**config.mk**
```make
export PLATFORM = sky130hd
export DESIGN_NAME = mwsm_fifo
export DESIGN_NICKNAME = d
export VERILOG_FILES = /design/src/design/mwsm_fifo.sv
export SDC_FILE = /design/constraint.sdc
export NUM_CORES = 1
export LEC_CHECK = 0
export BUFFER_PORTS_ARGS = -buffer_cell sky130_fd_sc_hd__buf_2
export CAP_MARGIN = 10
export CORE_MARGIN = 3
export CORE_UTILIZATION = 35
export CTS_CLUSTER_DIAMETER = 60
export CTS_CLUSTER_SIZE = 25
export DETAILED_ROUTE_END_ITERATION = 16
export GPL_TIMING_DRIVEN = 0
export PLACE_DENSITY = 0.65
export RECOVER_POWER = 100
export SYNTH_ARGS = -nofsm -noshare
export SYNTH_HDL_FRONTEND = slang
export SYNTH_SLANG_ARGS = --single-unit
```
**constraint.sdc**
```tcl
create_clock -name clk -period 3.2 [get_ports clk]
set_clock_uncertainty 0.1 [all_clocks]
set_input_delay 0.48 -clock clk [delete_from_list [all_inputs] [get_ports clk]]
set_output_delay 0.48 -clock clk [all_outputs]
set_load 0.02 [all_outputs]
```
**src/design/mwsm_fifo.sv**
```systemverilog
// small register queue used between the pipeline parts
// depends on nothing
module mwsm_fifo #(
	parameter int W = 8,
	parameter int DEPTH = 4
) (
	input  logic         clk,
	input  logic         arst_n,
	input  logic         wr,
	input  logic [W-1:0] din,
	output logic         full,
	input  logic         rd,
	output logic [W-1:0] dout,
	output logic         empty
);
	localparam int AW = $clog2(DEPTH);

	logic [W-1:0] mem_q [DEPTH];
	logic [AW-1:0] wp_q, rp_q;
	logic [AW:0] cnt_q;
	logic do_wr, do_rd;

	assign full  = (cnt_q == (AW+1)'(DEPTH));
	assign empty = (cnt_q == '0);
	assign do_wr = wr & ~full;
	assign do_rd = rd & ~empty;
	assign dout  = mem_q[rp_q];

	always_ff @(posedge clk) begin
		if (do_wr) begin
			mem_q[wp_q] <= din;
		end
	end

	always_ff @(posedge clk or negedge arst_n) begin
		if (!arst_n) begin
			wp_q  <= '0;
			rp_q  <= '0;
			cnt_q <= '0;
		end else begin
			if (do_wr) begin
				wp_q <= (wp_q == AW'(DEPTH-1)) ? '0 : wp_q + 1'b1;
			end
			if (do_rd) begin
				rp_q <= (rp_q == AW'(DEPTH-1)) ? '0 : rp_q + 1'b1;
			end
			cnt_q <= cnt_q + (AW+1)'(do_wr) - (AW+1)'(do_rd);
		end
	end
endmodule

```
==> impl_metrics.csv, run 1 <==
group,metric,value,unit
status,status,"completed",
power_and_ir_drop,power.density,967,mW/mm2
floorplan,fp-row-count,23,
floorplan,io_pins,22,
detailed_routing,drt_first_pass_iters,4,
floorplan,die_w,73.7,um
worst_setup_path,path_cells,"clkbuf_1 > mux4_2 > clkbuf_1",
worst_setup_path,r2r-start,"cnt_q[2]",
worst_setup_path,startpoint_type,"register",
detailed_routing,drtIter0Drc,73,
worst_setup_path,path_depth,3,
clock_network,htree_levels,2,
worst_setup_path,crit_required,2.62,ns
global_route,grt_pass1_vias,819,
clock_network,post_cts_buffers,0,
detailed_routing,route.vias.total,765,
synthesis,synthDistinctLibCells,19,
finish,drive_gt1_share,18.9,%
worst_setup_path,critPathMaxStageDelay,0.60,ns
detailed_routing,ant_nets,0,
sta,final_hold_viol_count,0,
sta,max_freq,0.389,GHz
floorplan,die_h,73.7,um
placed_design,place_congestion,0.647,
synthesis,syn_area,0.00160,mm2
placed_design,placed_cell_area,0.00177,mm2
clock_network,cts_tree,"done",
floorplan,dieArea,0.00543,mm2
sta,rsz0062_at_grt,"false",
worst_setup_path,crit_path_max_fanout,10,
detailed_routing,drt-total-wl,2470,um
clock_network,cts_resized,0,
sta,min_period_over_period,80.3,%
sta,finalSetupTns,0,ns
worst_setup_path,cpLargestDelayFamily,"buffers and inverters",
floorplan,coreArea,0.00420,mm2
clock_network,cts_made_buffers,5,
worst_setup_path,timing.critical_path.from,"rp_q[0]",
sta,relSlewSlack,49.7,%
synthesis,synth-seq-cells,39,
worst_setup_path,end_kind,"output pin",
global_route,antenna_found_initial,0,
synthesis,yosysWarnings,0,
clock_network,insertion_delay,0.29,ns
worst_setup_path,crit_path_end,"dout[1]",
synthesis,yosysSeqAreaShare,70.9,%
worst_setup_path,regToRegSetupSlack,0.79,ns
worst_setup_path,critPathKind,"register to output pin",
placed_design,port_buffers,21,
worst_setup_path,r2r-end,"cnt_q[2]",
synthesis,syn_nets,101,
synthesis,synth_top_area_share,60.0,%
worst_setup_path,critical_path.most_common_cell,"clkbuf_1",
finish,utilization,44.5,%
clock_network,cts_buffer_depth,2,
clock_network,root_buffer,"clkbuf_8",
detailed_routing,drcViolationCount,0,
finish,final_area,0.00187,mm2
finish,diodes,0,
finish,nets,130,
run,drv_cap,0,
sta,min_period,2.57,ns
worst_hold_path,hp-class,"input pin to register",
sta,setup_violations,0,
clock_network,cts_sinks,39,
sta,tightest_slew,0.754,ns
global_route,grt_max_degree,13,
synthesis,synth_area_leader_cell,"edfxtp_1",
power_and_ir_drop,p_leak,0.670,nW
floorplan,initial_core_util,38.1,%
synthesis,netlist_instances,81,
power_and_ir_drop,vdd_ir_drop_max,0.000377,V
synthesis,synthTopCellsByArea,"edfxtp_1, mux4_2, dfrtp_1",
detailed_routing,via_per_inst,4.75,
synthesis,synth.avg_cell_area,19.8,um2
worst_setup_path,crit_path_top_delay_cell,"mux4_2",
clock_network,path_clk_slew,0.07,ns
worst_hold_path,hold_path_depth,3,
sta,slew_violations,0,
placed_design,dp_hpwl,1760,um
finish,area_growth,16.5,%
global_route,grt_usage,10.5,%
worst_setup_path,crit_buf_inv,2,
worst_setup_path,cp.arrival,1.99,ns
worst_setup_path,reg2reg_depth,9,
detailed_routing,wl_per_cell,15.3,um
global_route,gr-total-overflow,0,
global_route,grt_pass1_wl,3930,um
stage by stage:
step	setup slack [ns]	total power (W)	hold slack [ns]	std cells
6_report	0.632	0.00181	0.351	161
3_3_place_gp	0.960	0.00138	0.221	152
4_1_cts	0.909	0.00189	0.297	161
5_1_grt	0.456	0.00193	0.366	161
3_5_place_dp	0.902	0.00141	0.227	152
2_1_floorplan	0.616	0.00122	0.0844	81
worst min-delay path by stage:
| stage | from | end | slack [ns] |
|---|---|---|---|
| finish | wr | wp_q[1] | 0.35 |
| global route | din[3] | mem_q[2][3] | 0.37 |
| CTS | din[0] | mem_q[2][0] | 0.30 |
| detailed placement | arst_n | cnt_q[0] | 0.23 |
| global placement | arst_n | cnt_q[0] | 0.22 |
| floorplan | arst_n | cnt_q[0] | 0.08 |
cells in the mapped netlist:
cell / count
xnor2_1: 2
inv_1: 7
clkbuf_1: 1
ha_1: 7
nand2_1: 1
buf_2: 1
mux4_2: 8
nor2_1: 2
fa_1: 1
nand2b_4: 1
o22ai_1: 1
nor3_1: 1
nor2b_2: 1
nor3b_4: 1
dfrtp_1: 7
mux2_2: 2
and2_1: 4
edfxtp_1: 32
mux2_4: 1
area by class of cell:
type	count	area (um2)
inverter	7	26.3
fill	381	2330
multi-input combinational	33	410
timing repair buffer	22	92.6
buffer	2	7.51
clock inverter	2	60.1
clock buffer	6	72.6
sequential	39	1140
tap	50	62.6
timing repair:
action                                  4_1_cts  5_1_grt
hold buffers                                  1        0
endpoints found under the setup margin        0        0
endpoints found under the hold margin         7        0
worst register-to-register path, delay by kind of cell, from the launching register on:
kind	cells	cell delay, ns
simple gates	2	0.56
buf+inv	2	0.13
flops	1	0.40
fa+ha+maj	3	0.85
xor+xnor	2	0.31
sequential cells by signal (all words and copies together) (netlist names):
signal and flops:
mem_q 32, cnt_q 3, rp_q 2, wp_q 2
cells by family (layout without fill, tap and decap cells):
kind of cell | Yosys count | after routing | synth area share [%]
compound gates | 1 | 1 | 0.391
fa+ha+maj | 8 | 8 | 6.71
simple gates | 11 | 11 | 5.15
mux | 11 | 11 | 13.6
flops | 39 | 39 | 70.9
xor+xnor | 2 | 2 | 1.09
buf+inv | 9 | 39 | 2.19
placed cells by master, fill, tap and decap left out, drive strengths merged, types with 2 or more instances in the layout:
master,n
buf,3
nor2,2
and2,4
ha,7
inv,7
mux2,3
dfrtp,7
bufinv,2
edfxtp,32
mux4,8
xnor2,2
clkbuf,26
per-layer routing:
layer  global-route usage (%)  routed length (um)
met5                        0                   0
met4                     5.43                  48
met3                     3.56                 155
met2                     18.2                1320
met1                     11.1                 943
power breakdown:
| group | internal, W | switching (W) | total [W] |
|---|---|---|---|
| Clock | 0.000312 | 0.000164 | 0.000475 |
| Sequential | 0.000688 | 0.0000509 | 0.000739 |
| Combinational | 0.000252 | 0.000340 | 0.000592 |
(Power assumes the default switching activity.)
==> run 2, diff against run 1 <==
--- a/config.mk
+++ b/config.mk
@@ -5,6 +5,7 @@
 export SDC_FILE = /design/constraint.sdc
 export NUM_CORES = 1
 export LEC_CHECK = 0
+export ABC_AREA = 1
 export BUFFER_PORTS_ARGS = -buffer_cell sky130_fd_sc_hd__buf_2
 export CAP_MARGIN = 10
 export CORE_MARGIN = 3
@@ -13,7 +14,7 @@
 export CTS_CLUSTER_SIZE = 25
 export DETAILED_ROUTE_END_ITERATION = 16
 export GPL_TIMING_DRIVEN = 0
-export PLACE_DENSITY = 0.65
+export PLACE_DENSITY = 0.67
 export RECOVER_POWER = 100
 export SYNTH_ARGS = -nofsm -noshare
 export SYNTH_HDL_FRONTEND = slang
==> constraint.sdc (replaced) <==
create_clock -name clk -period 2.26 [get_ports clk]
set_clock_uncertainty 0.1 [all_clocks]
set_input_delay 0.339 -clock clk [delete_from_list [all_inputs] [get_ports clk]]
set_output_delay 0.339 -clock clk [all_outputs]
set_load 0.02 [all_outputs]
==> run 2 against run 1 <==
  * Synthesized area is 9.7% higher
  * Routed wire length is 19% higher
  * Critical path depth is 6 higher
  * Clock power is 14% higher
  * Die area is 8.9% higher
  * Via count is 37% higher
  * Largest power group is now combinational cells
==> impl_metrics.csv, run 2 <==
group,metric,value,unit
synthesis,syn_nets,171,
sta,min_period,2.08,ns
finish,area_growth,15.6,%
detailed_routing,route.vias.total,1046,
finish,final_area,0.00203,mm2
worst_setup_path,startpoint_type,"register",
floorplan,io_pins,22,
floorplan,initial_core_util,36.7,%
floorplan,die_h,76.9,um
clock_network,insertion_delay,0.28,ns
clock_network,path_clk_slew,0.07,ns
worst_setup_path,reg2reg_depth,9,
synthesis,synth-main-ff-cell,"edfxtp_1",
clock_network,root_buffer,"clkbuf_8",
synthesis,yosysSeqAreaShare,64.6,%
finish,regMostFlops,"mem_q",
run,drv_cap,0,
sta,setup_violations,0,
placed_design,dp_hpwl,2010,um
floorplan,dieArea,0.00591,mm2
worst_setup_path,cp.arrival,2.20,ns
finish,fillers,461,
synthesis,synth_edf_count,32,
finish,multiInputGateArea,443,um2
detailed_routing,drcViolationCount,0,
worst_hold_path,whs_endpoint,"rp_q[0]",
power_and_ir_drop,power,0.00266,W
detailed_routing,ant_nets,0,
power_and_ir_drop,power.density,1310,mW/mm2
finish,largestRegisters,"mem_q (32), cnt_q (3)",
worst_setup_path,end_kind,"register",
synthesis,yosysWarnings,0,
detailed_routing,via_per_inst,4.22,
placed_design,port_buffers,21,
clock_network,htree_levels,2,
worst_setup_path,r2r-end,"cnt_q[2]",
floorplan,coreArea,0.00479,mm2
synthesis,synthTopCellsByArea,"edfxtp_1, dfrtp_1, nand2_1",
global_route,grt_max_degree,13,
floorplan,fp-row-count,25,
global_route,grt_pass1_wl,4970,um
worst_hold_path,hold_path_depth,3,
power_and_ir_drop,p_leak,0.867,nW
sta,tightest_slew,0.823,ns
synthesis,yosys-top-cells-count,"nand2_1, edfxtp_1, inv_1, o211ai_1",
finish,diodes,0,
global_route,antenna_found_initial,0,
placed_design,place_congestion,0.684,
sta,min_period_over_period,92.0,%
clock_network,cts_sinks,39,
worst_setup_path,critPathKind,"register to register",
finish,regArea,0.00114,mm2
worst_hold_path,min_from,"rd",
detailed_routing,drt_first_pass_iters,4,
finish,final_common_cell,"nand2_1",
worst_setup_path,r2r-start,"cnt_q[1]",
sta,relSlewSlack,45.0,%
global_route,gr-total-overflow,0,
sta,finalSetupTns,0,ns
floorplan,die_w,76.9,um
sta,slew_violations,0,
sta,max_freq,0.481,GHz
status,status,"completed",
finish,layout_common_cells,"nand2_1, edfxtp_1, inv_1, clkbuf_1, o211ai_1",
synthesis,synth_area_leader_cell,"edfxtp_1",
synthesis,synth.avg_cell_area,11.6,um2
power_and_ir_drop,vdd_ir_drop_max,0.000469,V
finish,drive_gt1_share,9.39,%
worst_setup_path,crit_path_max_fanout,7,
clock_network,cts_made_buffers,5,
sta,rsz0062_at_grt,"false",
sta,worst_slack,0.182,ns
synthesis,synthDistinctLibCells,15,
synthesis,synthArstFlopShare,17.9,%
synthesis,synth.most_common_cell,"nand2_1",
worst_setup_path,regToRegSetupSlack,0.18,ns
global_route,grt_pass1_vias,1084,
worst_setup_path,crit_required,2.38,ns
sta,timing.hold.ws,0.210,ns
detailed_routing,drtIter0Drc,36,
synthesis,synth_top_area_share,54.7,%
finish,largest_reg_flops,32,
detailed_routing,drt-total-wl,2950,um
placed_design,placed_cell_area,0.00195,mm2
synthesis,synth-seq-cells,39,
finish,nets,200,
global_route,grt_usage,10.9,%
placed_design,dp_worst_setup_slack,0.200,ns
detailed_routing,wl_per_cell,11.9,um
clock_network,cts_tree,"done",
clock_network,post_cts_buffers,0,
sta,final_hold_viol_count,0,
clock_network,cts_buffer_depth,2,
clock_network,cts_resized,0,
worst_hold_path,hp-class,"input pin to register",
synthesis,netlist_instances,151,
synthesis,syn_area,0.00176,mm2
-- run 2: changes by cell type after synthesis, sizes merged, moves of 2 or more --
cell,change
xnor2,-2
mux2,-3
nand2,+40
o211ai,+16
buf,+4
inv,+23
and2,-4
nand3,+4
nor2,+5
mux4,-8
-- run 2: routing by layer --
metal  vias up  global-route usage [%]  part of all wire [%]  wire (um)
met5         -                       0                     0          0
met4         0                    3.26                   1.2         35
met3         5                    2.35                   2.8         81
met2        14                    20.2                    54       1600
met1       473                    12.4                    42       1230
li1        554                       -                     -          -
-- run 2: stage by stage --
step	utilization (%)	std cells
6_report	42.5	248
3_5_place_dp	40.7	239
3_3_place_gp	40.7	239
4_1_cts	43.1	248
5_1_grt	42.5	248
2_1_floorplan	-	151
-- run 2: kinds of logic (layout without fill, tap and decap cells) --
kind of cell | count (synthesis) | after routing | share of synthesized area [%]
AO/OA/AOI/OAI | 16 | 16 | 7.12
adder cells (fa/ha/maj) | 8 | 8 | 6.12
buffers and inverters | 35 | 65 | 9.61
flip-flops | 39 | 39 | 64.6
AND/OR/NAND/NOR | 53 | 53 | 12.5
-- run 2: repair_timing --
item / 4_1_cts / 5_1_grt
endpoints found under the hold margin: 7 / 0
setup endpoints to repair: 0 / 0
hold buffers: 1 / 0
-- run 2: how the worst max path moves through the flow --
stage / start / to / slack, ns / cells past startpoint
finish: cnt_q[1] / cnt_q[2] / 0.18 / 9
global route: cnt_q[1] / cnt_q[2] / 0.06 / 10
CTS: cnt_q[1] / cnt_q[2] / 0.16 / 10
detailed placement: cnt_q[1] / cnt_q[2] / 0.20 / 10
global placement: cnt_q[1] / cnt_q[2] / 0.22 / 10
floorplan: cnt_q[1] / cnt_q[2] / 0.32 / 10
-- run 2: layout make-up --
type / instances / area share [%]
Sequential cell: 39 / 55.9
Multi-Input combinational cell: 77 / 21.8
Inverter: 30 / 5.54
Timing Repair Buffer: 22 / 4.56
Tap cell: 67 / 4.13
Clock buffer: 5 / 3.39
Buffer: 5 / 2.77
Clock inverter: 3 / 1.91
-- run 2: critical path, cell delays in order, from the launching register on --
cell and delay [ns]:
dfrtp_1 0.39, nor2_2 0.06, nand2_1 0.12, nand2_1 0.17, ha_1 0.32, inv_1 0.04
ha_1 0.19, fa_1 0.38, nand3b_1 0.17, nand2_1 0.07
-- run 2: power by group --
part	internal (W)	switching (W)	leakage [nW]	total [W]
Sequential	0.000970	0.0000773	0.377	0.00105
Combinational	0.000366	0.000703	0.434	0.00107
Clock	0.000323	0.000219	0.0556	0.000542
